<file path="src/rtl/lum_pkg.sv">
// Shared types, constants and fixed-point helpers of the lens undistortion map.
`default_nettype none
package lum_pkg;

  // Register indexes of the configuration port.
  typedef enum logic [2:0] {
    CFG_FOCAL_X    = 3'd0,
    CFG_FOCAL_Y    = 3'd1,
    CFG_CENTER_X   = 3'd2,
    CFG_CENTER_Y   = 3'd3,
    CFG_RADIAL_K1  = 3'd4,
    CFG_RADIAL_K2  = 3'd5,
    CFG_RADIAL_K3  = 3'd6,
    CFG_TANGENTIAL = 3'd7
  } cfg_idx_e;

  typedef struct packed {
    logic [11:0] column;
    logic [11:0] row;
  } req_t;

  typedef struct packed {
    logic signed [31:0] source_x;
    logic signed [31:0] source_y;
  } result_t;

  localparam int unsigned CfgIdxBits  = 3;
  localparam int unsigned CfgDataBits = 64;
  localparam int unsigned QFrac       = 28;
  localparam logic signed [31:0] QOne = 32'sh1000_0000;
  localparam logic signed [31:0] SMax = 32'sh7fff_ffff;
  localparam logic signed [31:0] SMin = 32'sh8000_0000;

  // Cycles through the divider and through the whole block.
  localparam int unsigned DivLatency = 35;
  localparam int unsigned LumLatency = 55;

  function automatic logic signed [31:0] sat32(input logic signed [39:0] x);
    logic signed [31:0] r;
    if (x > 40'sh00_7fff_ffff) begin
      r = SMax;
    end else if (x < -40'sh00_8000_0000) begin
      r = SMin;
    end else begin
      r = x[31:0];
    end
    return r;
  endfunction

  // Q4.28 product back to Q4.28: round to nearest, ties away from zero, saturate.
  function automatic logic signed [31:0] mul_round(input logic signed [63:0] p);
    logic [63:0] mag;
    logic [63:0] q;
    logic signed [31:0] r;
    mag = p[63] ? 64'(-p) : 64'(p);
    q   = (mag + (64'd1 << (QFrac - 1))) >> QFrac;
    if (!p[63]) begin
      r = (q > 64'h7fff_ffff) ? SMax : $signed(q[31:0]);
    end else begin
      r = (q > 64'h8000_0000) ? SMin : $signed(-q[31:0]);
    end
    return r;
  endfunction

endpackage
`default_nettype wire

</file>
<file path="src/rtl/lum_div.sv">
// Pipelined restoring divider: offset pixel over focal length into saturated Q4.28.
`default_nettype none
module lum_div
  import lum_pkg::*;
(
  input  logic               clk_i,
  input  logic signed [33:0] num_i,
  input  logic [31:0]        den_i,
  output logic signed [31:0] quo_o
);

  logic [31:0] den;
  logic        neg0_q;
  logic [60:0] n0_q;
  logic [33:0] mag;
  logic [60:0] n0_d;

  logic [31:0] r_q   [0:32];
  logic [31:0] lo_q  [0:32];
  logic [31:0] q_q   [0:32];
  logic        neg_q [0:32];
  logic        ovf_q [0:32];
  logic signed [31:0] quo_q;
  logic signed [31:0] quo_d;

  // A focal length of zero divides as one raw unit.
  assign den = (den_i == 32'd0) ? 32'd1 : den_i;

  assign mag  = num_i[33] ? 34'(-num_i) : 34'(num_i);
  assign n0_d = {1'b0, mag[31:0], 28'd0} + 61'(den >> 1);

  always_ff @(posedge clk_i) begin
    neg0_q   <= num_i[33];
    n0_q     <= n0_d;
    r_q[0]   <= {3'd0, n0_q[60:32]};
    lo_q[0]  <= n0_q[31:0];
    q_q[0]   <= 32'd0;
    neg_q[0] <= neg0_q;
    // A quotient of 2^32 or more saturates whatever its low bits are.
    ovf_q[0] <= ({3'd0, n0_q[60:32]} >= den);
  end

  for (genvar i = 0; i < 32; i++) begin : g_step
    logic [32:0] rt;
    logic [33:0] diff;
    logic        ge;
    assign rt   = {r_q[i], lo_q[i][31]};
    assign diff = {1'b0, rt} - {2'd0, den};
    assign ge   = !diff[33];
    always_ff @(posedge clk_i) begin
      r_q[i+1]   <= ge ? diff[31:0] : rt[31:0];
      lo_q[i+1]  <= {lo_q[i][30:0], 1'b0};
      q_q[i+1]   <= {q_q[i][30:0], ge};
      neg_q[i+1] <= neg_q[i];
      ovf_q[i+1] <= ovf_q[i];
    end
  end

  always_comb begin
    if (ovf_q[32]) begin
      quo_d = neg_q[32] ? SMin : SMax;
    end else if (!neg_q[32]) begin
      quo_d = q_q[32][31] ? SMax : $signed(q_q[32]);
    end else begin
      quo_d = (q_q[32] > 32'h8000_0000) ? SMin : $signed(-q_q[32]);
    end
  end

  always_ff @(posedge clk_i) begin
    quo_q <= quo_d;
  end

  assign quo_o = quo_q;

endmodule
`default_nettype wire

</file>
<file path="config.mk">
export PLATFORM = sky130hd
export DESIGN_NAME = lum_div
export DESIGN_NICKNAME = d
export VERILOG_FILES = /design/src/rtl/lum_pkg.sv /design/src/rtl/lum_div.sv
export SDC_FILE = /design/constraint.sdc
export NUM_CORES = 2
export LEC_CHECK = 0
export BUFFER_PORTS_ARGS = -buffer_cell sky130_fd_sc_hd__buf_2
export CAP_MARGIN = 20
export CORE_MARGIN = 3
export CORE_UTILIZATION = 40
export CTS_BUF_LIST = sky130_fd_sc_hd__clkbuf_8
export CTS_CLUSTER_SIZE = 12
export DETAILED_ROUTE_END_ITERATION = 6
export HOLD_SLACK_MARGIN = 0.06
export PLACE_DENSITY = 0.68
export SYNTH_ARGS = -nofsm -noshare
export SYNTH_HDL_FRONTEND = slang
export SYNTH_SLANG_ARGS = --single-unit
</file>
<file path="constraint.sdc">
create_clock -name clk_i -period 5.95 [get_ports clk_i]
set_input_delay 1.19 -clock clk_i [delete_from_list [all_inputs] [get_ports clk_i]]
set_output_delay 1.19 -clock clk_i [all_outputs]
set_load 0.01 [all_outputs]
</file>
After elaboration in Yosys (flattened, before gate mapping)

Memories as Yosys holds them, arrays and structs flattened.
Index checks and enable logic that the tools add are counted.

Add/sub/neg operators: 35
$lt $le $gt $ge: 2
Multiplexer cells: 39
Reductions and logical operators: 33

Operators with widths:

| kind                 | count |
|---|---|
| $mux 32              | 38 |
| $sub 33x32->34       | 32 |
| $neg 32->32          | 2 |
| $add 60x31->61       | 1 |
| $ge 29x32->1         | 1 |
| $gt 32x32->1 const B | 1 |
| $logic_not 1->1      | 32 |
| $logic_not 32->1     | 1 |
| $mux 31              | 1 |

Register bits after elaboration: 94
RAM bits: 3234
Input bits: 67
Output and inout bits: 32
Logic and storage cells: 117
Memories kept: 5

Memories:

| memory | words | bits a word | read ports | clocked after Yosys merged registers in | wr ports | RTL line      | source |
|---|---|---|---|---|---|---|---|
| lo_q   | 33    | 32          | 32         | 0                                       | 33       | lum_div.sv:19 | `logic [31:0] lo_q [0:32];` |
| q_q    | 33    | 32          | 33         | 0                                       | 33       | lum_div.sv:20 | `logic [31:0] q_q [0:32];` |
| r_q    | 33    | 32          | 32         | 0                                       | 33       | lum_div.sv:18 | `logic [31:0] r_q [0:32];` |
| neg_q  | 33    | 1           | 33         | 0                                       | 33       | lum_div.sv:21 | `logic neg_q [0:32];` |
| ovf_q  | 33    | 1           | 33         | 0                                       | 33       | lum_div.sv:22 | `logic ovf_q [0:32];` |

Depth between registers and ports, before layout

An unclocked memory read counts as a cell.

Depth in word-level cells: 5
Gate-level depth with buffers: 19
Mapped depth without buffers: 18

Worst setup path after synthesis

Ideal clock, no wire load.

Kind: input-to-reg
Start: input den_i[1]
End: memory r_q[4][1], in the netlist r_q[0][129]
Setup time: 0.121 ns
Arrival: 6.069 ns
Required time: 5.829 ns
Slack: -0.240 ns
Cell stages on the path: 13
Buffers on the path: 1
Cell sequence: inv_1 > ha_1 > nor2b_1 > o31a_1 > o41a_1 > o211ai_1 > a211oi_1 > o31a_1 > nor2_1 > o211ai_1 > a311oi_2 > buf_2 > mux2_2

RTL lines:

| element         | RTL line      | source |
|---|---|---|
| start, declared | lum_div.sv:8  | `input logic [31:0] den_i,` |
| end, declared   | lum_div.sv:18 |  |

==> summary.txt <==
Placement
  • Global placement routability congestion: 0.891
  • DPL Wire Length: 194,000 um
  • Port Buffers: 97

Synthesis
  • Distinct cells, synth: 94
  • Synth Area per Inst: 9.44 um2
  • Net Count, Synth: 12,305
  • Cells after Synth: 11,151
  • Async set or reset register ratio after synthesis: 0
  • Top FF cell, synth: dfxtp_1
  • Synth Cell Area: 0.105 mm2
  • Post-synth EDFFs: 0
  • Number of synthesized register bits: 2,237
  • Synth Warn #: 0
  • Seq/Total Area, Yosys: 0.425

Finish
  • Commonest non-fill, non-tap cell in the layout: dfxtp_1
  • Final Core Density: 0.471
  • Most frequent cells in the layout: dfxtp_1 (2,236), a21oi_1 (1,084), ha_1 (1,055), nand2_1 (881), o21ai_0 (859)
  • Ratio of cells with drive above 1 in the final layout: 0.143
  • Final #Nets: 13,153
  • P&R area growth vs syn: 16.7%

Global route
  • First-pass GRT wire length: 409,000 um
  • Gr ovfl total: 0
  • GR Util All Layers: 0.186
  • Antenna violations before repair: 14
  • Vias in the first global route: 78,745
  • Largest net degree at the start of global routing: 64

Routing
  • Routed Antenna Nets: 0
  • DRC: 0
  • Via Count: 82,395
  • Initial DRC Count: 5,026
  • Drt wl/cell: 16.4 um
  • Final wirelength: 259,000 um
  • Routed vias/inst: 5.21
  • DR pass1 iterations: 5

Critical path
  • Worst reg-to-reg setup slack: 1.87 ns
  • R2r worst-path depth: 13
  • WP buf/inv: 6
  • Nature of the critical path startpoint: primary input
  • Worst r2r src: r_q[0][544]
  • CP Class: primary input to flip-flop
  • Worst setup EP type: flip-flop
  • RR Endpoint: r_q[0][586]
  • Slowest cell on the critical path: nor4_4
  • Worst endpoint required time: 6.77 ns
  • Worst path arrival time: 6.38 ns
  • Crit path depth: 22
  • CP Capture Point: r_q[0][220]
  • CP delay by family, top: compound AO/OA/AOI/OAI gates
  • Top cell by count, worst path: buf_4
  • CP peak stage delay: 0.44 ns
  • Worst Path Max Fanout: 7
  • Crit. Startpoint: den_i[13]
  • CP Cell Sequence: buf_2 -> nor4_4 -> buf_4 -> nand4_1 -> nor3_2 -> buf_4 -> or2_2 -> buf_4 -> ha_1 -> inv_1 -> fa_1 -> a211o_1 -> a2111oi_0 -> buf_4 -> o21bai_1 -> a211oi_1 -> o21ai_0 -> a211oi_1 -> o21a_1 -> o21ai_0 -> xor2_1 -> mux2_2

Clock tree
  • TritonCTS Buffers: 362
  • Skew-Pair Late Insertion Delay: 1.00 ns
  • Root Driver: clkbuf_8
  • Worst-path clk slew: 0.06 ns
  • H-tree depth: 5
  • Postcts setup bufs: 0
  • # hold bufs at CTS: 0
  • PostCTS Resize Cnt: 0
  • Clock sinks: 2,237
  • Max clock buf depth: 4
  • CTS tree: done

Power
  • Peak supply drop: 270 uV
  • Leakage power: 54.4 nW
  • Power Total: 77.7 mW
  • PwrDens: 632 mW/mm2

Hold path
  • Hold Path Class: flip-flop to flip-flop
  • Origin of the worst min-delay path: lo_q[0][399]
  • Hold Path Cell Cnt: 0

Floorplanning
  • Die Y: 519 um
  • Die area: 0.269 mm2
  • Die Wd: 519 um
  • CORE AREA: 0.261 mm2
  • Initial core utilization: 0.404
  • Core Rows: 187
  • Ports: 99

Timing
  • Hold WS: 0.258 ns
  • Post-route clock skew: 0.0785 ns
  • Hold Violations, Final: 0
  • Final period util: 0.933
  • Final setup viols: 0
  • Final Critical Period: 5.55 ns
  • Rel. slew slack: 0.324
  • Worst Tran Pin Value: 1.01 ns
  • RSZ-0062 raised after global routing: false
  • Max Slew Vio Count: 0
  • FMAX: 180 MHz

Status
  • Outcome: finished clean

Flow run
  • Max Cap Violations: 0
[where the power goes]
group	internal [mW]	switching, mW
Sequential	20.8	3.10
Clock	8.04	6.13
Combinational	19.0	20.6
Total	47.8	29.8
[routing by layer]
layer	track usage	wire length (um)	up-vias
met5	0	13	-
met4	0.0729	9750	2
met3	0.0273	13400	552
met2	0.309	117000	1954
met1	0.241	118000	38015
li1	-	-	41872
[how the worst min path moves through the flow]
stage / end / slack, ns
2_1_floorplan: lo_q[0][0] / 0.31
3_3_place_gp: lo_q[0][198] / 0.31
6_report: lo_q[0][432] / 0.26
5_1_grt: lo_q[0][432] / 0.26
3_5_place_dp: lo_q[0][144] / 0.31
4_1_cts: lo_q[0][432] / 0.25
[registers in the layout, indices dropped and copies added (netlist names)]
| name | count |
|---|---|
| r_q | 1021 |
| n0_q | 61 |
| neg_q | 33 |
| ovf_q | 33 |
| quo_o | 32 |
| lo_q | 528 |
| neg0_q | 1 |
| q_q | 528 |
[logic make-up after synthesis]
logic type | Yosys count | share of synthesized area
multiplexers | 337 | 0.0357
XOR/XNOR | 858 | 0.0714
other | 1 | 0.0000356
adder cells (fa/ha/maj) | 1087 | 0.131
AND/OR/NAND/NOR | 2713 | 0.120
AO/OA/AOI/OAI | 3351 | 0.196
buffers and inverters | 567 | 0.0208
flip-flops | 2237 | 0.425
[cell usage after synthesis (139+ instances only)]
cell / n / area (um2)
a21o_1: 446 / 3350
a21oi_1: 1084 / 5430
clkbuf_1: 214 / 803
dfxtp_1: 2237 / 44800
ha_1: 1055 / 13200
inv_1: 299 / 1120
mux2_2: 306 / 3450
nand2_1: 881 / 3310
nand2b_1: 179 / 1120
nand3_1: 146 / 731
nor2_1: 800 / 3000
nor2b_1: 139 / 870
nor3_1: 162 / 811
o21a_1: 167 / 1250
o21ai_0: 859 / 4300
xnor2_1: 463 / 4060
xor2_1: 395 / 3460
[cell type report]
cell class / instances / area, um2
inverters: 302 / 1140
multi-input cells: 8347 / 58500
flip-flops and latches: 2237 / 44800
clock buffers: 465 / 6400
diodes: 15 / 37.5
repair buffers: 749 / 6110
well taps: 3496 / 4370
fillers: 24637 / 138000
clock inverters: 190 / 1550
[through the flow]
| stage | area, um2 | cells | setup WS, ns | setup TNS, ns |
|---|---|---|---|---|
| after floorplan | 105000 | 11151 | 0.0842 | 0 |
| after global placement | 115000 | 15131 | -0.982 | -326.11 |
| after detailed placement | 115000 | 15131 | -0.896 | -238.70 |
| after CTS | 123000 | 15786 | 0.0821 | 0 |
| after global routing | 123000 | 15796 | 0.0179 | 0 |
| final | 123000 | 15801 | 0.397 | 0 |
Power figures use the tool's default switching activity.
